===== config.mk =====
export PLATFORM = sky130hd
export DESIGN_NAME = epoch_seconds_to_utc_date
export DESIGN_NICKNAME = d
export VERILOG_FILES = /design/src/rtl/eps_pkg.sv /design/src/rtl/eps_day_split.sv /design/src/rtl/eps_time_of_day.sv /design/src/rtl/eps_calendar.sv /design/src/rtl/epoch_seconds_to_utc_date.sv
export SDC_FILE = /design/constraint.sdc
export NUM_CORES = 2
export LEC_CHECK = 0
export ABC_CLOCK_PERIOD_IN_PS = 22000
export BUFFER_PORTS_ARGS = -buffer_cell sky130_fd_sc_hd__buf_4
export CORE_ASPECT_RATIO = 0.8
export CORE_MARGIN = 4
export CORE_UTILIZATION = 60
export DETAILED_ROUTE_END_ITERATION = 6
export GPL_TIMING_DRIVEN = 0
export PLACE_DENSITY = 0.77
export SYNTH_ARGS = -nofsm -noshare
export SYNTH_HDL_FRONTEND = slang
export SYNTH_SLANG_ARGS = --single-unit

===== constraint.sdc =====
create_clock -name clock -period 22 [get_ports clock]
set_clock_uncertainty 0.05 [all_clocks]
set_input_delay 2.2 -clock clock [delete_from_list [all_inputs] [get_ports clock]]
set_output_delay 2.2 -clock clock [all_outputs]
set_load 0.005 [all_outputs]

===== src/rtl/eps_pkg.sv =====
// ----------------------------------------------------------------------------
// eps_pkg
// Shared types and constants for the epoch seconds to UTC date converter.
// ----------------------------------------------------------------------------
package eps_pkg;

   localparam int unsigned PIPE_DEPTH = 6;

   localparam logic [31:0] LIMIT_SECONDS = 32'd4102444800;

   typedef struct packed {
      logic [5:0] second;
      logic [5:0] minute;
      logic [4:0] hour;
   } eps_clock_type;

   typedef struct packed {
      logic [2:0] weekday;
      logic [7:0] years_since_1900;
      logic [8:0] day_of_year;
      logic [3:0] month;
      logic [4:0] day_of_month;
   } eps_date_type;

endpackage


===== src/rtl/eps_day_split.sv =====
// ----------------------------------------------------------------------------
// eps_day_split
// Two stages: seconds split into whole days and seconds within the day.
// ----------------------------------------------------------------------------
module eps_day_split
   import eps_pkg::*;
(
   input  logic        clock,
   input  logic [31:0] epoch_seconds,
   output logic [15:0] days,
   output logic [16:0] day_seconds
);

   localparam logic [25:0] DAY_RECIP = 26'd50903317;
   localparam int unsigned DAY_SHIFT = 35;

   logic [31:0] secs_ff;
   logic [50:0] dprod_ff;
   logic [50:0] dprod_in;
   logic [15:0] days_ff;
   logic [15:0] days_in;
   logic [16:0] dsec_ff;
   logic [16:0] dsec_in;
   logic [32:0] day_base;

   always_comb begin
      dprod_in = 51'(epoch_seconds[31:7]) * 51'(DAY_RECIP);
      days_in  = dprod_ff[DAY_SHIFT+15:DAY_SHIFT];
      day_base = 33'(days_in) * 33'd86400;
      dsec_in  = 17'(33'(secs_ff) - day_base);
   end

   always_ff @(posedge clock) begin
      secs_ff  <= epoch_seconds;
      dprod_ff <= dprod_in;
      days_ff  <= days_in;
      dsec_ff  <= dsec_in;
   end

   assign days        = days_ff;
   assign day_seconds = dsec_ff;

endmodule


===== src/rtl/eps_time_of_day.sv =====
// ----------------------------------------------------------------------------
// eps_time_of_day
// Four stages: seconds within the day to hour, minute and second.
// ----------------------------------------------------------------------------
module eps_time_of_day
   import eps_pkg::*;
(
   input  logic          clock,
   input  logic [16:0]   day_seconds,
   output eps_clock_type clock_fields
);

   localparam logic [13:0] HOUR_RECIP = 14'd9321;
   localparam logic [10:0] MIN_RECIP  = 11'd1093;

   logic [26:0]   hprod_ff;
   logic [26:0]   hprod_in;
   logic [16:0]   dsec_ff;
   logic [4:0]    hour_ff;
   logic [4:0]    hour_in;
   logic [11:0]   hsec_ff;
   logic [11:0]   hsec_in;
   logic [4:0]    hour2_ff;
   logic [20:0]   mprod_ff;
   logic [20:0]   mprod_in;
   logic [11:0]   hsec2_ff;
   logic [5:0]    minute_in;
   logic [5:0]    second_in;
   eps_clock_type out_ff;

   always_comb begin
      hprod_in  = 27'(day_seconds[16:4]) * 27'(HOUR_RECIP);
      hour_in   = hprod_ff[25:21];
      hsec_in   = 12'(dsec_ff - 17'(hour_in) * 17'd3600);
      mprod_in  = 21'(hsec_ff[11:2]) * 21'(MIN_RECIP);
      minute_in = mprod_ff[19:14];
      second_in = 6'(hsec2_ff - 12'(minute_in) * 12'd60);
   end

   always_ff @(posedge clock) begin
      hprod_ff         <= hprod_in;
      dsec_ff          <= day_seconds;
      hour_ff          <= hour_in;
      hsec_ff          <= hsec_in;
      hour2_ff         <= hour_ff;
      mprod_ff         <= mprod_in;
      hsec2_ff         <= hsec_ff;
      out_ff.hour      <= hour2_ff;
      out_ff.minute    <= minute_in;
      out_ff.second    <= second_in;
   end

   assign clock_fields = out_ff;

endmodule


===== src/rtl/eps_calendar.sv =====
// ----------------------------------------------------------------------------
// eps_calendar
// Four stages: day count to weekday, year, day of year, month and day of month.
// ----------------------------------------------------------------------------
module eps_calendar
   import eps_pkg::*;
(
   input  logic         clock,
   input  logic [15:0]  days,
   output eps_date_type date_fields
);

   localparam logic [16:0] CYCLE_RECIP = 17'd91868;
   localparam logic [16:0] WEEK_RECIP  = 17'd74899;

   localparam logic [8:0] START_NORMAL [12] = '{
      9'd0, 9'd31, 9'd59, 9'd90, 9'd120, 9'd151,
      9'd181, 9'd212, 9'd243, 9'd273, 9'd304, 9'd334
   };
   localparam logic [8:0] START_LEAP [12] = '{
      9'd0, 9'd31, 9'd60, 9'd91, 9'd121, 9'd152,
      9'd182, 9'd213, 9'd244, 9'd274, 9'd305, 9'd335
   };

   // stage 3
   logic [15:0] shifted_in;
   logic [15:0] wday_in;
   logic [32:0] cprod_in;
   logic [32:0] wprod_in;
   logic [15:0] shifted_ff;
   logic [15:0] wday_ff;
   logic [32:0] cprod_ff;
   logic [32:0] wprod_ff;
   // stage 4
   logic [5:0]  cycle_in;
   logic [10:0] cday_in;
   logic [2:0]  weekday_in;
   logic [5:0]  cycle_ff;
   logic [10:0] cday_ff;
   logic [2:0]  weekday_ff;
   // stage 5
   logic [1:0]  yin;
   logic [10:0] year_base;
   logic [7:0]  year_in;
   logic [8:0]  doy_in;
   logic        leap_in;
   logic [7:0]  year_ff;
   logic [8:0]  doy_ff;
   logic        leap_ff;
   logic [2:0]  weekday2_ff;
   // stage 6
   logic [3:0]  month_in;
   logic [8:0]  mstart;
   logic [4:0]  dom_in;
   eps_date_type out_ff;

   always_comb begin
      shifted_in = days + 16'd365;
      wday_in    = days + 16'd4;
      cprod_in   = 33'(shifted_in) * 33'(CYCLE_RECIP);
      wprod_in   = 33'(wday_in) * 33'(WEEK_RECIP);

      cycle_in   = cprod_ff[32:27];
      cday_in    = 11'(shifted_ff - 16'(cycle_in) * 16'd1461);
      weekday_in = 3'(wday_ff - 16'(wprod_ff[32:19]) * 16'd7);

      priority if (cday_ff >= 11'd1095) begin
         yin       = 2'd3;
         year_base = 11'd1095;
      end else if (cday_ff >= 11'd730) begin
         yin       = 2'd2;
         year_base = 11'd730;
      end else if (cday_ff >= 11'd365) begin
         yin       = 2'd1;
         year_base = 11'd365;
      end else begin
         yin       = 2'd0;
         year_base = 11'd0;
      end
      year_in = 8'd69 + {cycle_ff, 2'b00} + {6'd0, yin};
      doy_in  = 9'(cday_ff - year_base);
      leap_in = (yin == 2'd3);

      month_in = 4'd0;
      for (int m = 1; m < 12; m++) begin
         if (doy_ff >= (leap_ff ? START_LEAP[m] : START_NORMAL[m])) begin
            month_in = 4'(m);
         end
      end
      mstart = leap_ff ? START_LEAP[month_in] : START_NORMAL[month_in];
      dom_in = 5'(doy_ff - mstart + 9'd1);
   end

   always_ff @(posedge clock) begin
      shifted_ff <= shifted_in;
      wday_ff    <= wday_in;
      cprod_ff   <= cprod_in;
      wprod_ff   <= wprod_in;

      cycle_ff   <= cycle_in;
      cday_ff    <= cday_in;
      weekday_ff <= weekday_in;

      year_ff     <= year_in;
      doy_ff      <= doy_in;
      leap_ff     <= leap_in;
      weekday2_ff <= weekday_ff;

      out_ff.weekday          <= weekday2_ff;
      out_ff.years_since_1900 <= year_ff;
      out_ff.day_of_year      <= doy_ff;
      out_ff.month            <= month_in;
      out_ff.day_of_month     <= dom_in;
   end

   assign date_fields = out_ff;

endmodule


===== src/rtl/epoch_seconds_to_utc_date.sv =====
// ----------------------------------------------------------------------------
// epoch_seconds_to_utc_date
// Converts seconds since 1970-01-01 00:00:00 UTC to the broken-down UTC date.
// ----------------------------------------------------------------------------
// A beat can be started on every cycle; busy stays low, and the receiver
// cannot stall. Each result appears with rsp_valid for one cycle, in order.
// The pipeline depth is set by the chain of constant reciprocal multiplies
// (days, then four-year cycles, hours and minutes), each followed by a
// register before the back-multiply that forms the remainder. Inputs from
// 2100-01-01 on raise rsp_out_of_range with all other fields zero.
module epoch_seconds_to_utc_date
   import eps_pkg::*;
(
   input  logic        clock,
   input  logic        reset,
   input  logic        start,
   output logic        busy,
   input  logic [31:0] req_epoch_seconds,
   output logic        rsp_valid,
   output logic [5:0]  rsp_second,
   output logic [5:0]  rsp_minute,
   output logic [4:0]  rsp_hour,
   output logic [2:0]  rsp_weekday,
   output logic [7:0]  rsp_years_since_1900,
   output logic [8:0]  rsp_day_of_year,
   output logic [3:0]  rsp_month,
   output logic [4:0]  rsp_day_of_month,
   output logic        rsp_out_of_range
);

   logic [PIPE_DEPTH-1:0] valid_ff;
   logic [PIPE_DEPTH-1:0] valid_in;
   logic [PIPE_DEPTH-1:0] oor_ff;
   logic [PIPE_DEPTH-1:0] oor_in;
   logic                  accept;
   logic [15:0]           days;
   logic [16:0]           day_seconds;
   eps_clock_type         clock_fields;
   eps_date_type          date_fields;
   logic                  drop;

   assign busy   = 1'b0;
   assign accept = start & ~busy;

   always_comb begin
      valid_in = {valid_ff[PIPE_DEPTH-2:0], accept};
      oor_in   = {oor_ff[PIPE_DEPTH-2:0], (req_epoch_seconds >= LIMIT_SECONDS)};
   end

   always_ff @(posedge clock) begin
      if (reset) begin
         valid_ff <= '0;
      end else begin
         valid_ff <= valid_in;
      end
      oor_ff <= oor_in;
   end

   eps_day_split u_day_split (
      .clock         (clock),
      .epoch_seconds (req_epoch_seconds),
      .days          (days),
      .day_seconds   (day_seconds)
   );

   eps_time_of_day u_time_of_day (
      .clock        (clock),
      .day_seconds  (day_seconds),
      .clock_fields (clock_fields)
   );

   eps_calendar u_calendar (
      .clock       (clock),
      .days        (days),
      .date_fields (date_fields)
   );

   assign drop = oor_ff[PIPE_DEPTH-1];

   assign rsp_valid            = valid_ff[PIPE_DEPTH-1];
   assign rsp_out_of_range     = drop;
   assign rsp_second           = drop ? '0 : clock_fields.second;
   assign rsp_minute           = drop ? '0 : clock_fields.minute;
   assign rsp_hour             = drop ? '0 : clock_fields.hour;
   assign rsp_weekday          = drop ? '0 : date_fields.weekday;
   assign rsp_years_since_1900 = drop ? '0 : date_fields.years_since_1900;
   assign rsp_day_of_year      = drop ? '0 : date_fields.day_of_year;
   assign rsp_month            = drop ? '0 : date_fields.month;
   assign rsp_day_of_month     = drop ? '0 : date_fields.day_of_month;

endmodule


Yosys cells after proc, flatten, opt, wreduce, memory -nomap -nowiden

Memories as Yosys holds them, arrays and structs flattened.
Index checks and enable logic that the tools add are counted.

$add $sub $neg: 12
Mux-type cells: 40
$lt $le $gt $ge: 16
Equal/unequal tests: 1
Bitwise logic cells: 1
Multiply operators: 10

Operators with widths:

| cell                     | number |
|---|---|
| $mul A25 B26 Y51 const B | 1 |
| $ge A9 B8 Y1             | 4 |
| $mux W9                  | 4 |
| $mux W5                  | 7 |
| $mul A16 B17 Y33 const B | 1 |
| $ge A32 B32 Y1 const B   | 1 |
| $mul A16 B15 Y31 const B | 1 |
| $ge A9 B9 Y1             | 3 |
| $mul A13 B14 Y26 const B | 1 |
| $mux W4                  | 6 |
| $mux W3                  | 7 |
| $mul A10 B11 Y20 const B | 1 |
| $ge A9 B7 Y1             | 2 |
| $sub A17 B17 Y17         | 1 |
| $add A16 B3 Y16 const B  | 1 |
| $add A16 B9 Y16 const B  | 1 |
| $mul A16 B10 Y10 const B | 1 |
| $mul A14 B3 Y3 const B   | 1 |
| $mux W2                  | 6 |
| $mux W6                  | 2 |
| $sub A12 B12 Y12         | 1 |
| $ge A11 B10 Y1 const B   | 1 |
| $ge A11 B11 Y1 const B   | 1 |
| $ge A11 B9 Y1 const B    | 1 |
| other kinds (18)         | 24 |

Register bits: 364
Memories kept: 2
Output and inout port bits: 49
Bits in read-only memories: 288

Memories:

| name             | depth | width | rd ports | clocked after memory_dff | write ports | RTL line           | source |
|---|---|---|---|---|---|---|---|
| (name not given) | 16    | 9     | 1        | 0                        | 0           | eps_calendar.sv:90 | `mstart = leap_ff ? START_LEAP[month_in] : START_NORMAL[month_in];` |
| (name not given) | 16    | 9     | 1        | 0                        | 0           | eps_calendar.sv:90 |  |

Longest topological paths before layout

Word-level depth: 19
Gate-level depth with buffers: 32

Modules after synthesis

From an unflattened synthesis, not the netlist that was laid out.

Cell total of the unflattened synthesis: 2986
Area, all modules: 29995.0 um^2

Modules (own cells, without submodules):

| module                    | cells an instance | area an instance (um^2) | seq. area each (um^2) | times used |
|---|---|---|---|---|
| eps_calendar              | 1248              | 12134.1                 | 1861.8                | 1 |
| eps_day_split             | 1164              | 11883.9                 | 1321.3                | 1 |
| eps_time_of_day           | 490               | 5223.8                  | 1361.3                | 1 |
| epoch_seconds_to_utc_date | 84                | 753.2                   | 240.2                 | 1 |

Least setup slack after synthesis

OpenSTA, ideal clock, no wires.

Kind: reg-to-reg
Start point: register u_day_split.days_ff[2] (netlist: u_day_split.days[2])
End point: register u_calendar.cprod_ff[32]
Slack: 13897 ps
Setup time: 121 ps
Path buffers: 1
Stages on the path, launching flop included: 33
Arrival time: 7932 ps
Data required time: 21829 ps
Path through: dfxtp_1 clkbuf_2 inv_1 ha_1 a21oi_1 inv_1 o21ai_0 nor3b_1 inv_1 a21oi_1 nand3b_1 nor2_1 xor2_1 fa_1 inv_1 fa_1 fa_1 inv_1 fa_1 fa_1 inv_1 fa_1 inv_1 ha_1 a21o_1 a21o_2 a2111oi_0 o41ai_1 a211oi_2 o21ai_1 or3_1 a31oi_1 xnor2_1

Longest elaborated chain between the ends: 2

RTL lines:

| item                        | RTL line            | source |
|---|---|---|
| start: declaration          | eps_day_split.sv:20 | `logic [15:0] days_ff;` |
| start signal: assignment    | eps_day_split.sv:36 | `days_ff <= days_in;` |
| $add A16 B9 Y16             | eps_calendar.sv:58  | `shifted_in = days + 16'd365;` |
| $mul A16 B15 Y31            | eps_calendar.sv:60  | `cprod_in = 33'(shifted_in) * 33'(CYCLE_RECIP);` |
| via u_calendar.cprod_in[32] | eps_calendar.sv:28  | `logic [32:0] cprod_in;` |
| end signal: assignment      | eps_calendar.sv:97  | `cprod_ff <= cprod_in;` |
| end: declaration            | eps_calendar.sv:32  | `logic [32:0] cprod_ff;` |

The timed path passes the listed nets, and every way through them passes these cells.
A chain may end at the register's enable or synchronous reset.

Final worst setup path

Ends and elaborated chain as after synthesis.

==> impl_results.md <==
- Hold crit path type: flip-flop to flip-flop
- Setup WS post-layout: 12360 ps
- Post-detail-place hpwl: approximately 50000 um
- Yosys cell types: 60
- Root Driver: clkbuf_16
- R2r worst-path depth: 32
- Number of flops mapped to enable cells by yosys: 0
- Most frequent cells in the layout: inv_1, ha_1, fa_1
- Max FO, Critical Path: 7
- Ratio of cells with drive above 1 in the final layout: 0.0470
- Mapped Cells: 2872
- Syn avg cell area: 10.1 um^2
- Initial antenna violation count: 0
- Vias in the first global route: 20800
- Avg WL per Cell: 16.0 um
- Worst slew margin: 0.255
- Core region area: 0.0474 mm^2
- Crit-path slowest cell: xor2_1
- Vias/cell: 5.19
- Setup TNS: 0 ps
- Worst R2R Start: u_day_split.days[2]
- Place WS: ~13000 ps
- RSZ-0062 raised after global routing: no
- Yosys warnings: 0
- Worst Path Arrival: 10020 ps
- CTS tree: built
- Fillers: between 3000 and 4000
- Area growth from synthesis to layout: 8.15%
- Hold_sp: oor_ff[3]
- First-pass GRT wire length: 99300 um
- Detailed-route DRC error count: 0
- Max Cap Viol: 0
- Syn nets: 4012
- Total grt overflow: 0
- I/O pin count: 84
- Hold path endpoint: oor_ff[4]
- Run status: complete, no violations
- Total area of sequential cells: 0.00478 mm^2
- Finished Core Util: 0.663
- GPL Wtd Cong: around 0.92
- CP Capture Type: flip-flop
- Worst r2r dst: u_calendar.cprod_ff[32]
- Via count: 18800
- Router iterations before antenna repair: 7
- FMAX: 104 MHz
- # rows: a little over 70
- Synth Cell Area: 0.0291 mm^2
- Post-synth ARST share: 0
- Port-buffer cells: 82
- Final setup vio count: 0
- Main synth FF type: dfxtp_1
- Die area: 0.0521 mm^2
- Worst reg2reg setup slack: about 12000 ps
- Slowest Stage Delay on Critical Path: 810 ps
- Setup bufs post-CTS: 0
- Tmin final: 9640 ps
- Inserted Clock Buffers: 25
- Setup Crit Path Kind: flip-flop to flip-flop
- Largest net degree at the start of global routing: 17
- Hold-fix buffers, CTS: 0
- Area of the multi-input gates: 0.0211 mm^2
- Register area share after synthesis: 0.165
- #FFs+latches synth: 239
- Period utilization: 0.438
- DRT iter0 DRCs: 813
- Nets: 4121
- Routed WL: about 58000 um
- ANT cells: 0
- Clock Sinks: 239
- Commonest non-fill, non-tap cell in the layout: inv_1
- H-tree Lvls: 1
- Slew Limit Fails: 0
- Clock latency on the worst-skew pair: 540 ps
- Max Root-Sink Buffers: 3
- Hold Path Cell Cnt: 0
- Die Span X: 254 um
- CP Launch Type: flip-flop
- Die Ht: 205 um
- Worst-Margin Slew: 1110 ps
- Post-CTS sizing: 0
- Total Routing Usage GR: 0.233
- Endpoints failing hold: 0
- Antenna-violating nets left: 0
- Crit path top cell by count: inv_1
- Worst Path Required: 22380 ps
- Initial core utilization: 0.613
- Clock transition at path regs: 70 ps
==> worst max-delay path, delay by kind of cell (launching register included) <==
kind,cells,cell delay [ps]
adder cells (fa/ha/maj),8,3490
AO/OA/AOI/OAI,10,2730
AND/OR/NAND/NOR,4,1080
XOR/XNOR,2,900
buffers and inverters,8,830
flip-flops,1,460
==> kinds of logic (layout without fill, tap and decap cells) <==
group / Yosys count / count (layout) / share of synthesized area
fa+ha+maj: 1105 / 1105 / 0.573
simple gates: 268 / 268 / 0.0481
mux: 1 / 1 / 0.000344
xor+xnor: 162 / 162 / 0.0488
buf+inv: 838 / 966 / 0.108
compound gates: 258 / 258 / 0.0569
flops: 239 / 239 / 0.165
other cells: 1 / 1 / 0.000129
==> metal layers <==
layer	vias up	wire (um)	track usage	share of wire
li1	9191	-	-	-
met1	9166	26700	0.318	0.46
met3	79	2830	0.0360	0.049
met4	0	1010	0.0421	0.018
met5	-	0	0	0
met2	352	27300	0.401	0.47
==> flip-flops by register name (all words and copies together), names as in the netlist, 4 cells and up <==
signal	cells
u_time_of_day.hsec_ff	12
u_calendar.shifted_ff	11
u_calendar.date_fields	29
u_calendar.doy_ff	9
u_time_of_day.mprod_ff	8
u_time_of_day.hprod_ff	8
u_time_of_day.clock_fields	17
u_time_of_day.hour2_ff	5
u_calendar.cday_ff	11
u_day_split.days	16
u_day_split.secs_ff	17
u_time_of_day.hsec2_ff	4
u_calendar.year_ff	8
u_time_of_day.dsec_ff	9
oor_ff	6
valid_ff	6
u_calendar.cycle_ff	6
u_day_split.dprod_ff	16
u_time_of_day.hour_ff	5
u_day_split.day_seconds	17
u_calendar.cprod_ff	6
==> metrics by stage <==
step	area, um^2	std cells	hold WS (ps)
finish	31400	3620	258
global route	31400	3620	268
CTS	31400	3620	254
detailed placement	30500	3574	262
global placement	30500	3574	261
floorplan	29100	2872	260
==> how the worst max path moves through the flow <==
stage	start	to	slack (ps)	depth (start not counted)
3_3_place_gp	u_day_split.days[2]	u_calendar.cprod_ff[32]	12600	32
2_1_floorplan	u_day_split.days[2]	u_calendar.cprod_ff[32]	13900	32
3_5_place_dp	u_day_split.days[2]	u_calendar.cprod_ff[32]	12500	32
6_report	u_day_split.days[2]	u_calendar.cprod_ff[32]	12360	32
4_1_cts	u_day_split.days[2]	u_calendar.cprod_ff[32]	12460	32
5_1_grt	u_day_split.days[2]	u_calendar.cprod_ff[32]	11880	32
==> area by class of cell <==
| cell class | instances | area share |
|---|---|---|
| tap | 620 | 0.0247 |
| timing repair buffer | 82 | 0.0196 |
| clock buffer | 28 | 0.0209 |
| multi-input combinational | 1795 | 0.672 |
| buffer | 22 | 0.00279 |
| clock inverter | 18 | 0.00995 |
| sequential | 239 | 0.152 |
| inverter | 816 | 0.0974 |
==> cells in the mapped netlist (all sizes together), types with 4 or more instances <==
cell / count / area [um^2]
a211oi: 10 / 80.1
a21boi: 6 / 45.1
a21o: 32 / 241
a21oi: 80 / 400
a31oi: 8 / 50.1
and2: 7 / 45.1
and3: 4 / 25.0
clkbuf: 20 / 76.3
dfxtp: 239 / 4780
fa: 376 / 7530
ha: 729 / 9120
inv: 816 / 3060
nand2: 44 / 165
nand2b: 15 / 93.8
nand3: 19 / 95.1
nand4: 18 / 113
nor2: 56 / 210
nor2b: 65 / 407
nor3: 20 / 100
o2111ai: 4 / 35.0
o211ai: 8 / 60.1
o21a: 10 / 75.1
o21ai: 48 / 240
o21bai: 17 / 128
o31a: 4 / 35.0
o31ai: 5 / 37.5
o41ai: 5 / 43.8
or2: 4 / 25.0
xnor2: 105 / 920
xor2: 57 / 499
Power is not shown: default switching activity piles up to over one toggle a cycle in this logic, so the estimate is an artifact.
